[src/rqs_pkg.sv]
// Package for the ready-queue scheduler: queue sizing, entry type,
// policy, action and status codes, sequencer states and the ring index helper.
// No dependencies.
`timescale 1ns / 1ps

package rqs_pkg;

  // Ready queue sizing.
  localparam int QUEUE_DEPTH = 64;
  localparam int IDX_W = (QUEUE_DEPTH > 1) ? $clog2(QUEUE_DEPTH) : 1;
  localparam int CNT_W = $clog2(QUEUE_DEPTH + 1);

  // Selection rules.
  localparam logic [1:0] FCFS = 2'd0;
  localparam logic [1:0] SJF  = 2'd1;
  localparam logic [1:0] RR   = 2'd2;

  // Input actions.
  localparam logic [1:0] ACT_ADMIT    = 2'd0;
  localparam logic [1:0] ACT_DISPATCH = 2'd1;
  localparam logic [1:0] ACT_SLICE    = 2'd2;

  // Result status codes.
  localparam logic [2:0] STAT_ADMITTED   = 3'd0;
  localparam logic [2:0] STAT_FULL       = 3'd1;
  localparam logic [2:0] STAT_DISPATCHED = 3'd2;
  localparam logic [2:0] STAT_EMPTY      = 3'd3;
  localparam logic [2:0] STAT_REQUEUED   = 3'd4;
  localparam logic [2:0] STAT_FINISHED   = 3'd5;
  localparam logic [2:0] STAT_NONE_RUN   = 3'd6;

  // Register indexes on the configuration port.
  localparam logic REG_POLICY  = 1'b0;
  localparam logic REG_QUANTUM = 1'b1;

  // One queued or running process.
  typedef struct packed {
    logic [15:0] pid;
    logic [15:0] burst;
    logic [15:0] remaining;
  } entry_t;

  // Sequencer states.
  typedef enum logic [2:0] {
    S_IDLE,
    S_SCAN_RD,
    S_SCAN_CMP,
    S_TAKE,
    S_SH_RD,
    S_SH_WR
  } state_t;

  // Physical slot of a queue offset; head + offset stays below twice the depth.
  function automatic logic [IDX_W-1:0] slot_f(input logic [IDX_W-1:0] head,
                                              input logic [CNT_W-1:0] off);
    logic [CNT_W:0] sum;
    sum = (CNT_W + 1)'(head) + (CNT_W + 1)'(off);
    if (sum >= (CNT_W + 1)'(QUEUE_DEPTH)) begin
      sum = sum - (CNT_W + 1)'(QUEUE_DEPTH);
    end
    return sum[IDX_W-1:0];
  endfunction

endpackage

[src/ready_queue_cpu_scheduler_top.sv]
// Ready-queue CPU scheduler top level: FCFS, SJF and round robin selection
// over a circular queue held in a single-port-write, registered-read memory.
// Depends on rqs_pkg.
//
//  Channel   Direction  Handshake              Payload
//  s_axis    in         s_tvalid / s_tready    tuser action, tdata pid, burst
//  m_axis    out        m_tvalid / m_tready    tuser status, tdata pid..ran_time
//  apb       in         psel, penable, pready  paddr, pwdata, prdata
//
// Admit, slice done and dispatch on an empty queue complete in the idle state.
// A dispatch reads the queue memory through one read port: a read and a compare
// state per entry scanned (only the head for FCFS and RR, every entry for SJF),
// one take state, then, behind an SJF pick that is not the head, a read and a
// write state per entry moved up and one closing read state.
// Reset is synchronous and clears the queue count, head, running process and
// output valid; the queue memory is not cleared. Input is taken only when idle
// with a free output.
`timescale 1ns / 1ps

module ready_queue_cpu_scheduler_top
  import rqs_pkg::*;
(
  input  logic        clk,
  input  logic        rst,
  // Input items
  input  logic        s_tvalid,
  output logic        s_tready,
  input  logic [1:0]  s_tuser,   // [1:0] action
  input  logic [31:0] s_tdata,   // [15:0] pid, [31:16] burst
  // Result items
  output logic        m_tvalid,
  input  logic        m_tready,
  output logic [2:0]  m_tuser,   // [2:0] status
  output logic [63:0] m_tdata,   // [15:0] out_pid, [31:16] out_burst,
                                 // [47:32] out_remaining, [63:48] ran_time
  // Configuration
  input  logic        psel,
  input  logic        penable,
  input  logic        pwrite,
  input  logic [2:0]  paddr,
  input  logic [31:0] pwdata,
  output logic [31:0] prdata,
  output logic        pready
);

  // Configuration registers.
  logic [1:0]  policy;
  logic [15:0] quantum;

  // Queue and sequencer state.
  state_t           state, state_next;
  logic [CNT_W-1:0] queue_count, queue_count_next;
  logic [IDX_W-1:0] queue_head, queue_head_next;
  logic [CNT_W-1:0] scan_i, scan_i_next;
  logic [CNT_W-1:0] pick, pick_next;
  entry_t           best, best_next;
  entry_t           running_entry, running_entry_next;
  logic             running_valid, running_valid_next;

  // Output register.
  logic        m_tvalid_next;
  logic [2:0]  m_tuser_next;
  logic [63:0] m_tdata_next;

  // Memory port signals.
  entry_t           mem [QUEUE_DEPTH];
  entry_t           rdata;
  logic [IDX_W-1:0] raddr;
  logic             wr_en;
  logic [IDX_W-1:0] wr_addr;
  entry_t           wr_data;

  // Input item fields.
  logic [1:0]  in_action;
  logic [15:0] in_pid;
  logic [15:0] in_burst;
  logic        in_fire;
  logic        out_free;
  entry_t      slice_entry;
  logic [15:0] slice_rem;

  assign in_action = s_tuser;
  assign in_pid    = s_tdata[15:0];
  assign in_burst  = s_tdata[31:16];
  assign out_free  = !m_tvalid || m_tready;
  assign s_tready  = (state == S_IDLE) && out_free;
  assign in_fire   = s_tvalid && s_tready;

  // Configuration port: writes decode on word address, reads return the value.
  assign pready = 1'b1;

  always_ff @(posedge clk) begin
    if (rst) begin
      policy  <= FCFS;
      quantum <= 16'd100;
    end else if (psel && penable && pwrite && pready) begin
      unique case (paddr[2])
        REG_POLICY:  policy  <= pwdata[1:0];
        REG_QUANTUM: quantum <= pwdata[15:0];
        default: ;
      endcase
    end
  end

  always_comb begin
    unique case (paddr[2])
      REG_POLICY:  prdata = {30'd0, policy};
      REG_QUANTUM: prdata = {16'd0, quantum};
      default:     prdata = 32'd0;
    endcase
  end

  // Queue memory: one write port, one registered read port.
  always_ff @(posedge clk) begin
    if (wr_en) begin
      mem[wr_addr] <= wr_data;
    end
    rdata <= mem[raddr];
  end

  // Running process after a round robin slice.
  assign slice_rem = running_entry.remaining - quantum;
  always_comb begin
    slice_entry           = running_entry;
    slice_entry.remaining = slice_rem;
  end

  // State and payload registers.
  always_ff @(posedge clk) begin
    if (rst) begin
      state         <= S_IDLE;
      queue_count   <= '0;
      queue_head    <= '0;
      running_entry <= '0;
      running_valid <= 1'b0;
      m_tvalid      <= 1'b0;
    end else begin
      state         <= state_next;
      queue_count   <= queue_count_next;
      queue_head    <= queue_head_next;
      running_entry <= running_entry_next;
      running_valid <= running_valid_next;
      m_tvalid      <= m_tvalid_next;
    end
  end

  always_ff @(posedge clk) begin
    scan_i  <= scan_i_next;
    pick    <= pick_next;
    best    <= best_next;
    m_tuser <= m_tuser_next;
    m_tdata <= m_tdata_next;
  end

  // Sequencer: next state, queue updates, memory port and result.
  always_comb begin
    state_next         = state;
    queue_count_next   = queue_count;
    queue_head_next    = queue_head;
    scan_i_next        = scan_i;
    pick_next          = pick;
    best_next          = best;
    running_entry_next = running_entry;
    running_valid_next = running_valid;
    m_tvalid_next      = m_tvalid && !m_tready;
    m_tuser_next       = m_tuser;
    m_tdata_next       = m_tdata;
    raddr              = slot_f(queue_head, scan_i);
    wr_en              = 1'b0;
    wr_addr            = slot_f(queue_head, queue_count);
    wr_data            = '0;

    unique case (state)
      S_IDLE: begin
        if (in_fire) begin
          case (in_action)
            ACT_ADMIT: begin
              m_tvalid_next = 1'b1;
              if (queue_count < CNT_W'(QUEUE_DEPTH)) begin
                wr_en            = 1'b1;
                wr_data          = '{pid: in_pid, burst: in_burst, remaining: in_burst};
                queue_count_next = queue_count + 1'b1;
                m_tuser_next     = STAT_ADMITTED;
                m_tdata_next     = {16'd0, in_burst, in_burst, in_pid};
              end else begin
                m_tuser_next = STAT_FULL;
                m_tdata_next = '0;
              end
            end
            ACT_DISPATCH: begin
              if (queue_count == '0) begin
                m_tvalid_next = 1'b1;
                m_tuser_next  = STAT_EMPTY;
                m_tdata_next  = '0;
              end else begin
                scan_i_next = '0;
                state_next  = S_SCAN_RD;
              end
            end
            ACT_SLICE: begin
              m_tvalid_next = 1'b1;
              if (!running_valid) begin
                m_tuser_next = STAT_NONE_RUN;
                m_tdata_next = '0;
              end else if (policy == RR && running_entry.remaining > quantum) begin
                // Charge one quantum and put the process back at the tail if there is room.
                running_entry_next = slice_entry;
                m_tdata_next = {quantum, slice_rem, running_entry.burst,
                                running_entry.pid};
                if (queue_count < CNT_W'(QUEUE_DEPTH)) begin
                  wr_en              = 1'b1;
                  wr_data            = slice_entry;
                  queue_count_next   = queue_count + 1'b1;
                  running_valid_next = 1'b0;
                  m_tuser_next       = STAT_REQUEUED;
                end else begin
                  m_tuser_next = STAT_FULL;
                end
              end else begin
                // The process runs to completion.
                running_entry_next.remaining = '0;
                running_valid_next           = 1'b0;
                m_tuser_next                 = STAT_FINISHED;
                m_tdata_next = {running_entry.remaining, 16'd0,
                                running_entry.burst, running_entry.pid};
              end
            end
            default: ;
          endcase
        end
      end

      // Read one queued entry.
      S_SCAN_RD: begin
        raddr      = slot_f(queue_head, scan_i);
        state_next = S_SCAN_CMP;
      end

      // Keep the head, or under SJF the first entry with the strictly smallest burst.
      S_SCAN_CMP: begin
        if (scan_i == '0 || (policy == SJF && rdata.burst < best.burst)) begin
          best_next = rdata;
          pick_next = scan_i;
        end
        if (policy != SJF || scan_i + 1'b1 == queue_count) begin
          state_next = S_TAKE;
        end else begin
          scan_i_next = scan_i + 1'b1;
          state_next  = S_SCAN_RD;
        end
      end

      // Remove the pick: advance the head, or close the gap behind it.
      S_TAKE: begin
        if (pick == '0) begin
          queue_head_next    = slot_f(queue_head, CNT_W'(1));
          queue_count_next   = queue_count - 1'b1;
          running_entry_next = best;
          running_valid_next = 1'b1;
          m_tvalid_next      = 1'b1;
          m_tuser_next       = STAT_DISPATCHED;
          m_tdata_next       = {16'd0, best.remaining, best.burst, best.pid};
          state_next         = S_IDLE;
        end else begin
          scan_i_next = pick;
          state_next  = S_SH_RD;
        end
      end

      // Read the entry behind the gap, or finish when none is left.
      S_SH_RD: begin
        if (scan_i + 1'b1 < queue_count) begin
          raddr      = slot_f(queue_head, scan_i + 1'b1);
          state_next = S_SH_WR;
        end else begin
          queue_count_next   = queue_count - 1'b1;
          running_entry_next = best;
          running_valid_next = 1'b1;
          m_tvalid_next      = 1'b1;
          m_tuser_next       = STAT_DISPATCHED;
          m_tdata_next       = {16'd0, best.remaining, best.burst, best.pid};
          state_next         = S_IDLE;
        end
      end

      // Move that entry up by one place.
      S_SH_WR: begin
        wr_en       = 1'b1;
        wr_addr     = slot_f(queue_head, scan_i);
        wr_data     = rdata;
        scan_i_next = scan_i + 1'b1;
        state_next  = S_SH_RD;
      end

      default: state_next = S_IDLE;
    endcase
  end

endmodule
[config.mk]
export PLATFORM = sky130hd
export DESIGN_NAME = ready_queue_cpu_scheduler_top
export DESIGN_NICKNAME = d
export VERILOG_FILES = /design/src/rqs_pkg.sv /design/src/ready_queue_cpu_scheduler_top.sv
export SDC_FILE = /design/constraint.sdc
export NUM_CORES = 2
export LEC_CHECK = 0
export BUFFER_PORTS_ARGS = -buffer_cell sky130_fd_sc_hd__buf_2
export CORE_ASPECT_RATIO = 1.25
export CORE_MARGIN = 5
export CORE_UTILIZATION = 23
export CTS_CLUSTER_DIAMETER = 120
export DETAILED_ROUTE_END_ITERATION = 10
export PLACE_DENSITY = 0.41
export SETUP_SLACK_MARGIN = 0.02
export SYNTH_ARGS = -nofsm -noshare
export SYNTH_HDL_FRONTEND = slang
export SYNTH_SLANG_ARGS = --single-unit
[constraint.sdc]
create_clock -name clk -period 6.36 [get_ports clk]
set_input_delay 0.636 -clock clk [delete_from_list [all_inputs] [get_ports clk]]
set_output_delay 0.636 -clock clk [all_outputs]
set_load 0.02 [all_outputs]
==> impl_results.md <==
* Status: finished, final reports clean
* Initial antenna violation count at 32
* Area Overhead vs Synth at 18.0%
* Post-route ant nets at 0
* Post-CTS Setup Bufs at 0
* Largest family of logic cells by synthesized area: multiplexers
* GRT Util Overall at between 10% and 20%
* Vias at approximately 86000
* Static Leak at between 60 and 70 nW
* Final Net Count at between 9000 and 10000
* Yosys warns at 0
* Syn Inst Count at 9085
* Final hold vios at 0
* Fin crit share at between 90% and 100%
* Most common cell after layout, fill and taps aside: edfxtp_1
* Post-cts gate resize count at 0
* Slew HR at 14.2%
* Synthesized area at 150000 µm²
* Worst skew pair latency at roughly 0.94 ns
* Vias in the first global route at ~90000
* FF+latch count, synth at 3333
* First-pass GRT wire length at around 700000 µm
* Drt pass-1 iters at 7
* VDD IR max at 0.000317 V
* CTS Hold Buffers Added at 16
* Finished Cell Area at around 180000 µm²
* Setup crit start kind: register
* Largest net degree at the start of global routing at approximately 100
* Worst setup skew after layout at approximately 0.049 ns
* Clock tree sinks at between 3000 and 4000
* Die Wd at 732 µm
* Cell variety after synth at 81
* CP Capture Type: register
* Adder-cell share of the synthesized area at 0.610%
* Initial core utilization at a little under a quarter
* Die Area at approximately 670000 µm²
* EDFF count, synth at about 3200
* Reg clk slew, reported paths at about 0.06 ns
* Mux share of post-synthesis cell area at 23.5%
* Simple-gate share of the synthesized area at under 10%
* GRT overflow at 0
* RePlAce Congestion at 0.810
* Num rows at 331
* 1st-iter DRT viols at between 6000 and 7000
* PD cells at around 380 nW/µm²
* Final setup vio count at 0
* I/O Buffers at roughly 140
* Worst Tran Pin Value at between 1 and 1.5 ns
* Post-route DRC violation count at 0
* DR vias/cell at 4.65
* Top_reg_cell synth: edfxtp_1
* RSZ-0062 raised after global routing: false
* Post-DP HPWL at about 290000 µm
* Asr flop ratio synth at 0%
* CTS tree: yes
* Total CTS buffers at roughly 350
* Avg Inst Size Synth at roughly 16 µm²
* Number of max-cap violations at 0
* Pins over their slew limit at 0
* Placed cell area at approximately 170000 µm²
* Number of I/O pins at 178
* Drt wl/cell at ~27 µm
* Fmax at 173 MHz
* Clk buf depth at 4
* Die height at roughly 900 µm
* Worst Path Required at approximately 7.1 ns
* Root Buffer: clkbuf_16
* Tmin final at 5.79 ns
* Xor and xnor area share after synthesis at less than 1%
* CP Class: register to register
* Hold crit path type: input port to register
* Worst Path Arrival at 6.57 ns
* Layout cells sized above 1 at a little under a fifth
* Post-synthesis compound-gate area fraction at 4.50%
* Tot Pwr at 0.0674 W
* DRT Wirelength at roughly 500000 µm
* Setup_tns at 0 ns
* Post-synthesis sequential area ratio at about two thirds
* Htree depth at 5
* Core region area at ~650000 µm²
* Crit-path max FO at 27
* Highest-count cells in the layout ignoring fill and taps: edfxtp_1, mux2i_1, nand2_1
-- cells in the mapped netlist (14+ instances only) --
library cell | instances | area share (%)
ha_1 | 65 | 0.54
mux4_2 | 349 | 5.2
o22ai_1 | 56 | 0.23
nor3_1 | 18 | 0.060
buf_6 | 21 | 0.16
edfxtp_1 | 3201 | 64
a21oi_1 | 296 | 0.99
and3_1 | 56 | 0.23
a211oi_1 | 63 | 0.32
nor2_1 | 114 | 0.29
o32ai_1 | 46 | 0.27
a21o_1 | 19 | 0.095
mux2_1 | 23 | 0.17
o211ai_1 | 19 | 0.095
buf_1 | 34 | 0.085
dfxtp_1 | 132 | 1.8
nand4_1 | 17 | 0.071
xnor2_1 | 18 | 0.11
nand2_1 | 486 | 1.2
mux2i_1 | 2561 | 17
inv_1 | 67 | 0.17
a31oi_1 | 14 | 0.058
nand3_1 | 25 | 0.084
nor4_2 | 46 | 0.38
a32oi_1 | 103 | 0.60
clkbuf_1 | 346 | 0.87
buf_4 | 88 | 0.44
nand2b_1 | 15 | 0.063
a311oi_1 | 50 | 0.29
mux2_2 | 127 | 0.95
buf_2 | 127 | 0.42
a22oi_1 | 150 | 0.75
o21ai_0 | 67 | 0.22
a221oi_1 | 19 | 0.11
nor2b_1 | 22 | 0.092
and2_1 | 68 | 0.28
xor2_1 | 14 | 0.082
-- layout make-up --
type	count	area, µm²
multi-input combinational	5073	49300
inverter	67	251
clock inverter	179	1880
sequential	3333	98800
tap	8658	10800
antenna	11	27.5
timing repair buffer	634	6350
clock buffer	444	9340
fill	64893	473000
-- state kept, by name, summed over array words and instances (netlist names) --
| signal | flops |
|---|---|
| best | 48 |
| running_entry | 48 |
| state | 3 |
| running_valid | 1 |
| m_tdata | 64 |
| rdata | 48 |
| queue_count | 7 |
| m_tvalid | 1 |
| pick | 7 |
| scan_i | 7 |
| mem | 3072 |
| queue_head | 6 |
| m_tuser | 3 |
| quantum | 16 |
| policy | 2 |
-- worst paths after layout --
kind | start | end | slack (ns) | cells past startpoint
hold reg to reg | running_entry[22] | running_entry[22] | 0.47 | 2
hold / removal | s_tdata[24] | m_tdata[40] | 0.13 | 3
setup reg to reg | scan_i[0] | rdata[44] | 0.57 | 16
setup / recovery | scan_i[0] | rdata[44] | 0.57 | 16
-- through the flow --
stage / instances / hold WS (ns) / worst slack, ns / util, %
after floorplan: 9100 / 0.408 / 0.549 / -
after global placement: 17749 / 0.461 / 0.414 / 25.4
after detailed placement: 17749 / 0.462 / 0.477 / 25.4
after CTS: 18388 / 0.0145 / 0.466 / 27.2
after global routing: 18389 / 0.0974 / 0.279 / 27.2
final: 18399 / 0.131 / 0.568 / 27.2
-- logic make-up (layout without fill, tap and decap cells) --
| group | count (synthesis) | count (layout) |
|---|---|---|
| compound gates | 981 | 981 |
| xor+xnor | 32 | 32 |
| fa+ha+maj | 70 | 70 |
| buf+inv | 694 | 1324 |
| flops | 3333 | 3333 |
| mux | 3062 | 3062 |
| other cells | 2 | 28 |
| simple gates | 911 | 911 |
-- routing by layer --
layer	up-vias	wire [µm]	part of all wire, %	track usage [%]
li1	36993	-	-	-
met4	0	16600	3.3	4.42
met3	609	21000	4.2	1.36
met2	2121	252000	50	25.7
met1	45790	213000	42	18.6
met5	-	0	0	0
-- worst max-delay path, cell delays in order (launching register included) --
cell and delay, ns:
edfxtp_1 0.55, ha_1 0.30, nand3_1 0.13, nor2_1 0.08, xnor2_1 0.26, inv_1 0.08
ha_1 0.32, nand4_1 0.22, a21o_1 0.34, nand2_8 0.37, a21o_4 0.75, buf_12 0.36
mux4_2 0.57, mux2_2 0.30, o22ai_1 0.59, buf_4 0.29, nor4_2 0.06
-- power by group --
| part | internal (W) | switching [W] | leakage [nW] |
|---|---|---|---|
| logic | 0.00925 | 0.0125 | 25.8 |
| clock network | 0.0119 | 0.00865 | 5.48 |
| registers | 0.0244 | 0.000721 | 30.9 |
| total | 0.0456 | 0.0219 | 62.2 |
Note: power is estimated with default switching activity, not from simulation.
